## src/rtl/rvd_pkg.sv

```systemverilog
// ----------------------------------------------------------------------------
// rvd_pkg
// Shared types and codes for the RV32I instruction decoder: opcodes, funct
// codes, format and mnemonic codes, presence mask bits and stage structs.
// ----------------------------------------------------------------------------
package rvd_pkg;

    // major opcodes, instruction bits 6..0
    localparam logic [6:0] OP_REG    = 7'b0110011;
    localparam logic [6:0] OP_IMM    = 7'b0010011;
    localparam logic [6:0] OP_LOAD   = 7'b0000011;
    localparam logic [6:0] OP_JALR   = 7'b1100111;
    localparam logic [6:0] OP_SYSTEM = 7'b1110011;
    localparam logic [6:0] OP_STORE  = 7'b0100011;
    localparam logic [6:0] OP_BRANCH = 7'b1100011;
    localparam logic [6:0] OP_LUI    = 7'b0110111;
    localparam logic [6:0] OP_AUIPC  = 7'b0010111;
    localparam logic [6:0] OP_JAL    = 7'b1101111;

    // funct7 value that selects sub, sra and srai
    localparam logic [6:0] F7_ALT = 7'b0100000;

    // system funct12 values
    localparam logic [11:0] F12_ECALL  = 12'b000000000000;
    localparam logic [11:0] F12_EBREAK = 12'b000000000001;

    // funct3 codes, arithmetic groups
    localparam logic [2:0] F3_ADD  = 3'd0;
    localparam logic [2:0] F3_SLL  = 3'd1;
    localparam logic [2:0] F3_SLT  = 3'd2;
    localparam logic [2:0] F3_SLTU = 3'd3;
    localparam logic [2:0] F3_XOR  = 3'd4;
    localparam logic [2:0] F3_SR   = 3'd5;
    localparam logic [2:0] F3_OR   = 3'd6;
    localparam logic [2:0] F3_AND  = 3'd7;

    // funct3 codes, loads and stores
    localparam logic [2:0] F3_BYTE   = 3'd0;
    localparam logic [2:0] F3_HALF   = 3'd1;
    localparam logic [2:0] F3_WORD   = 3'd2;
    localparam logic [2:0] F3_BYTE_U = 3'd4;
    localparam logic [2:0] F3_HALF_U = 3'd5;

    // funct3 codes, branches
    localparam logic [2:0] F3_BEQ  = 3'd0;
    localparam logic [2:0] F3_BNE  = 3'd1;
    localparam logic [2:0] F3_BLT  = 3'd4;
    localparam logic [2:0] F3_BGE  = 3'd5;
    localparam logic [2:0] F3_BLTU = 3'd6;
    localparam logic [2:0] F3_BGEU = 3'd7;

    // format codes
    localparam logic [2:0] FMT_R   = 3'd0;
    localparam logic [2:0] FMT_I   = 3'd1;
    localparam logic [2:0] FMT_S   = 3'd2;
    localparam logic [2:0] FMT_B   = 3'd3;
    localparam logic [2:0] FMT_U   = 3'd4;
    localparam logic [2:0] FMT_J   = 3'd5;
    localparam logic [2:0] FMT_BAD = 3'd6;

    // mnemonic codes
    localparam logic [5:0] MN_ADD    = 6'd0;
    localparam logic [5:0] MN_SUB    = 6'd1;
    localparam logic [5:0] MN_SLL    = 6'd2;
    localparam logic [5:0] MN_SLT    = 6'd3;
    localparam logic [5:0] MN_SLTU   = 6'd4;
    localparam logic [5:0] MN_XOR    = 6'd5;
    localparam logic [5:0] MN_SRL    = 6'd6;
    localparam logic [5:0] MN_SRA    = 6'd7;
    localparam logic [5:0] MN_OR     = 6'd8;
    localparam logic [5:0] MN_AND    = 6'd9;
    localparam logic [5:0] MN_ADDI   = 6'd10;
    localparam logic [5:0] MN_SLTI   = 6'd11;
    localparam logic [5:0] MN_SLTIU  = 6'd12;
    localparam logic [5:0] MN_XORI   = 6'd13;
    localparam logic [5:0] MN_ORI    = 6'd14;
    localparam logic [5:0] MN_ANDI   = 6'd15;
    localparam logic [5:0] MN_SLLI   = 6'd16;
    localparam logic [5:0] MN_SRLI   = 6'd17;
    localparam logic [5:0] MN_SRAI   = 6'd18;
    localparam logic [5:0] MN_LB     = 6'd19;
    localparam logic [5:0] MN_LH     = 6'd20;
    localparam logic [5:0] MN_LW     = 6'd21;
    localparam logic [5:0] MN_LBU    = 6'd22;
    localparam logic [5:0] MN_LHU    = 6'd23;
    localparam logic [5:0] MN_JALR   = 6'd24;
    localparam logic [5:0] MN_ECALL  = 6'd25;
    localparam logic [5:0] MN_EBREAK = 6'd26;
    localparam logic [5:0] MN_SB     = 6'd27;
    localparam logic [5:0] MN_SH     = 6'd28;
    localparam logic [5:0] MN_SW     = 6'd29;
    localparam logic [5:0] MN_BEQ    = 6'd30;
    localparam logic [5:0] MN_BNE    = 6'd31;
    localparam logic [5:0] MN_BLT    = 6'd32;
    localparam logic [5:0] MN_BGE    = 6'd33;
    localparam logic [5:0] MN_BLTU   = 6'd34;
    localparam logic [5:0] MN_BGEU   = 6'd35;
    localparam logic [5:0] MN_LUI    = 6'd36;
    localparam logic [5:0] MN_AUIPC  = 6'd37;
    localparam logic [5:0] MN_JAL    = 6'd38;
    localparam logic [5:0] MN_BAD    = 6'd39;

    // presence mask bit positions
    localparam int unsigned PB_RD  = 0;
    localparam int unsigned PB_RS1 = 1;
    localparam int unsigned PB_RS2 = 2;
    localparam int unsigned PB_F3  = 3;
    localparam int unsigned PB_F7  = 4;
    localparam int unsigned PB_IMM = 5;

    // presence masks per format
    localparam logic [5:0] MASK_R   = 6'b011111;
    localparam logic [5:0] MASK_I   = 6'b101011;
    localparam logic [5:0] MASK_SB  = 6'b101110;
    localparam logic [5:0] MASK_UJ  = 6'b100001;
    localparam logic [5:0] MASK_BAD = 6'b000000;

    // captured input item
    typedef struct packed {
        logic [31:0] word;
        logic [31:0] address;
    } fetch_t;

    // decoded result item
    typedef struct packed {
        logic [2:0]         format_code;
        logic [5:0]         mnemonic_code;
        logic [6:0]         opcode_bits;
        logic [4:0]         dest_reg;
        logic [4:0]         src_reg_a;
        logic [4:0]         src_reg_b;
        logic [2:0]         minor_op;
        logic [6:0]         major_op;
        logic signed [31:0] immediate;
        logic [5:0]         present_mask;
        logic [31:0]        out_address;
    } decode_t;

endpackage

```

## src/rtl/rvd_in_stage.sv

```systemverilog
// ----------------------------------------------------------------------------
// rvd_in_stage
// Input register of the decoder: captures instruction word and address and
// holds them while the result register ahead is blocked.
// ----------------------------------------------------------------------------
module rvd_in_stage (
    input  logic            clk,
    input  logic            rst_n,
    input  logic            valid,
    output logic            stall,
    input  logic [31:0]     instr_word,
    input  logic [31:0]     instr_address,
    output logic            held_valid,
    output rvd_pkg::fetch_t held,
    input  logic            advance
);
    import rvd_pkg::*;

    logic   valid_reg;
    logic   valid_next;
    fetch_t data_reg;
    logic   load;

    // blocked only when holding an item that the next stage cannot take
    assign stall = valid_reg && !advance;
    assign load  = valid && !stall;

    always_comb
    begin
        valid_next = valid_reg;
        if (!stall)
        begin
            valid_next = valid;
        end
    end

    always_ff @(posedge clk or negedge rst_n)
    begin
        if (!rst_n)
        begin
            valid_reg <= 1'b0;
        end
        else
        begin
            valid_reg <= valid_next;
        end
    end

    always_ff @(posedge clk)
    begin
        if (load)
        begin
            data_reg.word    <= instr_word;
            data_reg.address <= instr_address;
        end
    end

    assign held_valid = valid_reg;
    assign held       = data_reg;

endmodule

```

## src/rtl/rvd_decode.sv

```systemverilog
// ----------------------------------------------------------------------------
// rvd_decode
// Combinational RV32I decode: format, mnemonic, field extraction and
// immediate assembly for one instruction word.
// ----------------------------------------------------------------------------
module rvd_decode (
    input  rvd_pkg::fetch_t  fetch,
    output rvd_pkg::decode_t result
);
    import rvd_pkg::*;

    logic [31:0] w;
    logic [6:0]  op;
    logic [2:0]  f3;
    logic [6:0]  f7;
    logic [2:0]  fmt;
    logic [5:0]  mn;
    logic [5:0]  mask;
    logic [31:0] imm;
    logic [31:0] imm_i;
    logic [31:0] imm_s;
    logic [31:0] imm_b;
    logic [31:0] imm_u;
    logic [31:0] imm_j;
    logic        alt;

    assign w   = fetch.word;
    assign op  = w[6:0];
    assign f3  = w[14:12];
    assign f7  = w[31:25];
    assign alt = (f7 == F7_ALT);

    assign imm_i = {{20{w[31]}}, w[31:20]};
    assign imm_s = {{20{w[31]}}, w[31:25], w[11:7]};
    assign imm_b = {{19{w[31]}}, w[31], w[7], w[30:25], w[11:8], 1'b0};
    assign imm_u = {w[31:12], 12'b0};
    assign imm_j = {{11{w[31]}}, w[31], w[19:12], w[20], w[30:21], 1'b0};

    always_comb
    begin
        fmt  = FMT_BAD;
        mn   = MN_BAD;
        mask = MASK_BAD;
        imm  = 32'b0;
        unique case (op)
            OP_REG:
            begin
                fmt  = FMT_R;
                mask = MASK_R;
                unique case (f3)
                    F3_ADD:  mn = alt ? MN_SUB : MN_ADD;
                    F3_SLL:  mn = MN_SLL;
                    F3_SLT:  mn = MN_SLT;
                    F3_SLTU: mn = MN_SLTU;
                    F3_XOR:  mn = MN_XOR;
                    F3_SR:   mn = alt ? MN_SRA : MN_SRL;
                    F3_OR:   mn = MN_OR;
                    F3_AND:  mn = MN_AND;
                    default: mn = MN_BAD;
                endcase
            end
            OP_IMM:
            begin
                fmt  = FMT_I;
                mask = MASK_I;
                imm  = imm_i;
                unique case (f3)
                    F3_ADD:  mn = MN_ADDI;
                    F3_SLL:  mn = MN_SLLI;
                    F3_SLT:  mn = MN_SLTI;
                    F3_SLTU: mn = MN_SLTIU;
                    F3_XOR:  mn = MN_XORI;
                    F3_SR:   mn = alt ? MN_SRAI : MN_SRLI;
                    F3_OR:   mn = MN_ORI;
                    F3_AND:  mn = MN_ANDI;
                    default: mn = MN_BAD;
                endcase
            end
            OP_LOAD:
            begin
                fmt  = FMT_I;
                mask = MASK_I;
                imm  = imm_i;
                unique case (f3)
                    F3_BYTE:   mn = MN_LB;
                    F3_HALF:   mn = MN_LH;
                    F3_WORD:   mn = MN_LW;
                    F3_BYTE_U: mn = MN_LBU;
                    F3_HALF_U: mn = MN_LHU;
                    default:   mn = MN_BAD;
                endcase
            end
            OP_JALR:
            begin
                fmt  = FMT_I;
                mask = MASK_I;
                imm  = imm_i;
                mn   = MN_JALR;
            end
            OP_SYSTEM:
            begin
                fmt  = FMT_I;
                mask = MASK_I;
                imm  = imm_i;
                priority if (w[31:20] == F12_ECALL)
                    mn = MN_ECALL;
                else if (w[31:20] == F12_EBREAK)
                    mn = MN_EBREAK;
                else
                    mn = MN_BAD;
            end
            OP_STORE:
            begin
                fmt  = FMT_S;
                mask = MASK_SB;
                imm  = imm_s;
                unique case (f3)
                    F3_BYTE: mn = MN_SB;
                    F3_HALF: mn = MN_SH;
                    F3_WORD: mn = MN_SW;
                    default: mn = MN_BAD;
                endcase
            end
            OP_BRANCH:
            begin
                fmt  = FMT_B;
                mask = MASK_SB;
                imm  = imm_b;
                unique case (f3)
                    F3_BEQ:  mn = MN_BEQ;
                    F3_BNE:  mn = MN_BNE;
                    F3_BLT:  mn = MN_BLT;
                    F3_BGE:  mn = MN_BGE;
                    F3_BLTU: mn = MN_BLTU;
                    F3_BGEU: mn = MN_BGEU;
                    default: mn = MN_BAD;
                endcase
            end
            OP_LUI:
            begin
                fmt  = FMT_U;
                mask = MASK_UJ;
                imm  = imm_u;
                mn   = MN_LUI;
            end
            OP_AUIPC:
            begin
                fmt  = FMT_U;
                mask = MASK_UJ;
                imm  = imm_u;
                mn   = MN_AUIPC;
            end
            OP_JAL:
            begin
                fmt  = FMT_J;
                mask = MASK_UJ;
                imm  = imm_j;
                mn   = MN_JAL;
            end
            default:
            begin
                fmt  = FMT_BAD;
                mn   = MN_BAD;
                mask = MASK_BAD;
                imm  = 32'b0;
            end
        endcase
    end

    // absent fields read as zero
    always_comb
    begin
        result.format_code   = fmt;
        result.mnemonic_code = mn;
        result.opcode_bits   = op;
        result.dest_reg      = mask[PB_RD]  ? w[11:7]  : 5'b0;
        result.src_reg_a     = mask[PB_RS1] ? w[19:15] : 5'b0;
        result.src_reg_b     = mask[PB_RS2] ? w[24:20] : 5'b0;
        result.minor_op      = mask[PB_F3]  ? f3       : 3'b0;
        result.major_op      = mask[PB_F7]  ? f7       : 7'b0;
        result.immediate     = mask[PB_IMM] ? $signed(imm) : 32'sd0;
        result.present_mask  = mask;
        result.out_address   = fetch.address;
    end

endmodule

```

## src/rtl/rv32i_instruction_decoder.sv

```systemverilog
// ----------------------------------------------------------------------------
// rv32i_instruction_decoder
// RV32I instruction decoder with registered input and registered result.
// ----------------------------------------------------------------------------
// One instruction is taken per cycle when not stalled; each gives exactly
// one result. The word is captured in the input register, decoded by
// combinational logic and stored in the result register. The two registers
// form a two-entry pipeline, so a new item is taken while a finished result
// waits for the downstream side; stall rises only when both registers are full
// and the result is held.
module rv32i_instruction_decoder (
    input  logic               clk,
    input  logic               rst_n,
    input  logic               in_valid,
    output logic               in_stall,
    input  logic [31:0]        instr_word,
    input  logic [31:0]        instr_address,
    output logic               out_valid,
    input  logic               out_stall,
    output logic [2:0]         format_code,
    output logic [5:0]         mnemonic_code,
    output logic [6:0]         opcode_bits,
    output logic [4:0]         dest_reg,
    output logic [4:0]         src_reg_a,
    output logic [4:0]         src_reg_b,
    output logic [2:0]         minor_op,
    output logic [6:0]         major_op,
    output logic signed [31:0] immediate,
    output logic [5:0]         present_mask,
    output logic [31:0]        out_address
);
    import rvd_pkg::*;

    logic    held_valid;
    fetch_t  held;
    decode_t decoded;
    decode_t result_reg;
    logic    out_valid_reg;
    logic    out_valid_next;
    logic    advance;

    // result register can take a new item unless it holds a stalled one
    assign advance = !(out_valid_reg && out_stall);

    rvd_in_stage u_in_stage (
        .clk           (clk),
        .rst_n         (rst_n),
        .valid         (in_valid),
        .stall         (in_stall),
        .instr_word    (instr_word),
        .instr_address (instr_address),
        .held_valid    (held_valid),
        .held          (held),
        .advance       (advance)
    );

    rvd_decode u_decode (
        .fetch  (held),
        .result (decoded)
    );

    always_comb
    begin
        out_valid_next = out_valid_reg;
        if (advance)
        begin
            out_valid_next = held_valid;
        end
    end

    always_ff @(posedge clk or negedge rst_n)
    begin
        if (!rst_n)
        begin
            out_valid_reg <= 1'b0;
        end
        else
        begin
            out_valid_reg <= out_valid_next;
        end
    end

    always_ff @(posedge clk)
    begin
        if (advance && held_valid)
        begin
            result_reg <= decoded;
        end
    end

    assign out_valid     = out_valid_reg;
    assign format_code   = result_reg.format_code;
    assign mnemonic_code = result_reg.mnemonic_code;
    assign opcode_bits   = result_reg.opcode_bits;
    assign dest_reg      = result_reg.dest_reg;
    assign src_reg_a     = result_reg.src_reg_a;
    assign src_reg_b     = result_reg.src_reg_b;
    assign minor_op      = result_reg.minor_op;
    assign major_op      = result_reg.major_op;
    assign immediate     = result_reg.immediate;
    assign present_mask  = result_reg.present_mask;
    assign out_address   = result_reg.out_address;

endmodule

```

## config.mk

```make
export PLATFORM = sky130hd
export DESIGN_NAME = rv32i_instruction_decoder
export DESIGN_NICKNAME = d
export VERILOG_FILES = /design/src/rtl/rvd_pkg.sv /design/src/rtl/rvd_in_stage.sv /design/src/rtl/rvd_decode.sv /design/src/rtl/rv32i_instruction_decoder.sv
export SDC_FILE = /design/constraint.sdc
export NUM_CORES = 1
export LEC_CHECK = 0
export ABC_AREA = 1
export BUFFER_PORTS_ARGS = -buffer_cell sky130_fd_sc_hd__clkbuf_2
export CORE_MARGIN = 4
export CORE_UTILIZATION = 56
export CTS_CLUSTER_DIAMETER = 30
export DETAILED_ROUTE_END_ITERATION = 10
export PLACE_DENSITY = 0.94
export RECOVER_POWER = 25
export REMOVE_ABC_BUFFERS = 1
export SYNTH_ARGS = -nofsm -noshare
export SYNTH_HDL_FRONTEND = slang
export SYNTH_SLANG_ARGS = --single-unit
```

## constraint.sdc

```tcl
create_clock -name clk -period 17.55 [get_ports clk]
set_clock_uncertainty 0.2 [all_clocks]
set_input_delay 5.265 -clock clk [delete_from_list [all_inputs] [get_ports clk]]
set_output_delay 5.265 -clock clk [all_outputs]
set_load 0.02 [all_outputs]
```

==> results.cfg <==
[status]
run_status = finished with violations
violations = max-capacitance violations, max-slew violations

[clocking]
clk_latency_ns = 0.43
cts_tree = done
cts_resized = 0
clockBufferDepth = 2
htreeDepth = 4
post_cts_buffers = 0
cts_root_buf = clkbuf_16
cts_made_buffers = 17
cts_sinks = 176
cts.clk_slew.worst_paths_ns = 0.06
postCtsHoldBufs = 0

[global_route]
grt_antenna_before_repair = 0
grt_pass1_vias = 4395
grt_pass1_wl_mm = 22.5
grt_max_degree = 65
track_usage_pct = 21.0
grt_overflow_total = 0

[synthesis]
synth_top_area_share_pct = 77.8
ys_warn_count = 0
ys_top_cells_by_area = edfxtp_1 (78%), nand2_1 (4.5%), nor2_1 (3.0%)
synth_area_leader_cell = edfxtp_1
seq_area_frac_synth_pct = 78.5
ys_seq_elements = 176
synth.distinct_cells = 30
postSynthCellCount = 459
syn-cell-area_sq_um = 6720
syn-mean-instance-area_sq_um = 14.6

[final_layout]
final_core_util_pct = 71.3
layout-drive-gt1-share_pct = 38.1
final_nets = 722
largest_register_ffs = 64
area_delta_synth_final_pct = 22.8
antenna_cells = 0

[power]
p_total_mw = 0.969
cellLeakagePower_nw = 3.53
intPower_mw = 0.730
p_sw_mw = 0.240
switching_share_pct = 24.7
p_per_area_nw_per_um2 = 118
combPwrFrac_pct = 10.6
pwr-share-clk_pct = 35.6
ir_drop_v = 0.0000852
pwr-share-seq_pct = 53.8

[timing]
rsz0062_at_grt = false
fmax_mhz = 88.8
setup_slack_ns = 6.28
fin_crit_sh_pct = 64.2
setup_tns_ns = 0
slew_headroom_pct = -3.52
min_period_ns = 11.27
hold_viol_final = 0
setup_violations = 0
tightest_slew_ns = 1.54
drv_slew = 9

[place]
dpl.hpwl_mm = 10.2
io_buffers = 180
place_congestion = 0.799
post-place-ws_ns = 6.29

[worst_setup_path]
path_delay_family = buffers and inverters
slowest_stage = clkbuf_2
cp-startpoint = out_stall
rr_startpoint = u_in_stage.held[33]
cp_num_buf_inv = 2
cpPeakStageDelay_ns = 0.19
startpoint_type = primary input
critPathArrivalTime_ns = 5.80
crit_chain = clkbuf_2, nand2_1, nor2_1, clkbuf_2
critPathKind = primary input to output port
cp_common_cell = clkbuf_2
required_ns = 12.08
path_max_fanout = 2
endpoint_kind = output port

[detailed_routing]
post_drt_wl_per_cell_um = 17.2
ant_nets = 0
via_per_inst = 5.12
drt_wl_total_mm = 13.9
vias = 4148
drt_iter0_drc = 248
drc = 0
dr.pass1.iters = 5

[min_path]
worstHoldStart = u_in_stage.held[28]
hold_path_class = flip-flop to flip-flop

[floorplanning]
die_area_sq_um = 13800
die_x_um = 118
start_util_pct = 58.1
num_io_pins = 181
die_h_um = 118
core_sq_um = 11600
rows = 39

[job]
maxCapViolCount = 1
[cell usage after synthesis]
cell	number
nand3_1	22
buf_4	2
nand2_1	80
nand3_4	1
nand2_4	3
o21ai_2	9
o21a_1	1
a21oi_2	1
buf_2	4
nand3_2	3
nor2_2	7
inv_2	12
nor3_1	6
edfxtp_1	174
nor2_1	54
nor2_8	2
o21ai_1	1
a21oi_1	9
o21ai_4	1
nand4_1	2
o21ai_0	2
nand4_2	10
inv_4	1
dfrtp_1	2
inv_1	36
nor2_4	2
nand2_2	7
o22ai_1	3
nand3b_1	1
buf_6	1
[stage by stage]
step                      cells  hold WS (ns)  cell area [sq um]
final                       810         0.219               8250
after global routing        810         0.224               8250
after CTS                   810         0.218               8330
after detailed placement    778         0.205               7780
after global placement      778         0.200               7780
after floorplan             452         0.200               6670
[worst reg2reg max path, delay by kind of cell, from the launching register on]
family,cells,cell delay (ns)
and+or+nand+nor,5,0.97
AOI/OAI and AO/OA,2,1.49
buffers and inverters,1,0.08
DFF,1,0.41
[routing by layer]
layer / vias to the layer above / global-route usage [%] / routed length [um]
li1: 2003 / - / -
met4: 0 / 7.91 / 224
met3: 20 / 8.55 / 1390
met2: 192 / 35.3 / 7030
met1: 1933 / 24.4 / 5290
met5: - / 0 / 0
[kinds of logic after synthesis]
group,share of synthesized area [%]
AO/OA/AOI/OAI,2.83
AND/OR/NAND/NOR,15.2
flip-flops,78.5
buffers and inverters,3.46
[worst paths after layout]
check,endpoint,slack [ns],cells after the start
max,in_stall,6.28,4
min,out_address[28],0.22,0
max reg2reg,immediate[14],14.05,8
min reg2reg,out_address[28],0.22,0
max in group asynchronous,u_in_stage.held_valid,12.59,1
min in group asynchronous,out_valid,4.42,1
[placed cells by master, fill, tap and decap left out, types with 2 or more instances in the layout]
master        n
a21oi_1       8
buf_4         3
clkbuf_1      3
clkbuf_16    17
clkbuf_2    179
clkinv_1      3
clkinv_2      2
clkinv_4      5
clkinvlp_4    2
dfrtp_1       2
edfxtp_1    174
inv_1        37
inv_2        10
nand2_1      85
nand2_2       4
nand3_1      23
nand3_2       2
nand4_1       2
nand4_2      10
nor2_1       59
nor2_2        5
nor3_1        6
o21ai_0       5
o21ai_2       7
o22ai_1       3
[power by group through the flow]
stage	Clock, mW	Sequential [mW]	Combinational [mW]
final	0.345	0.522	0.102
after global routing	0.372	0.525	0.111
after CTS	0.351	0.523	0.105
after detailed placement	0	0.531	0.105
after global placement	0	0.529	0.103
after floorplan	0	0.566	0.0297
[cell type report]
class / instances / area, sq um
sequential: 176 / 5280
clock inverter: 13 / 115
inverter: 49 / 186
clock buffer: 19 / 433
timing repair buffer: 183 / 922
multi-input combinational: 227 / 1140
tap: 143 / 179
fill: 770 / 3320
(Power assumes the default switching activity.)
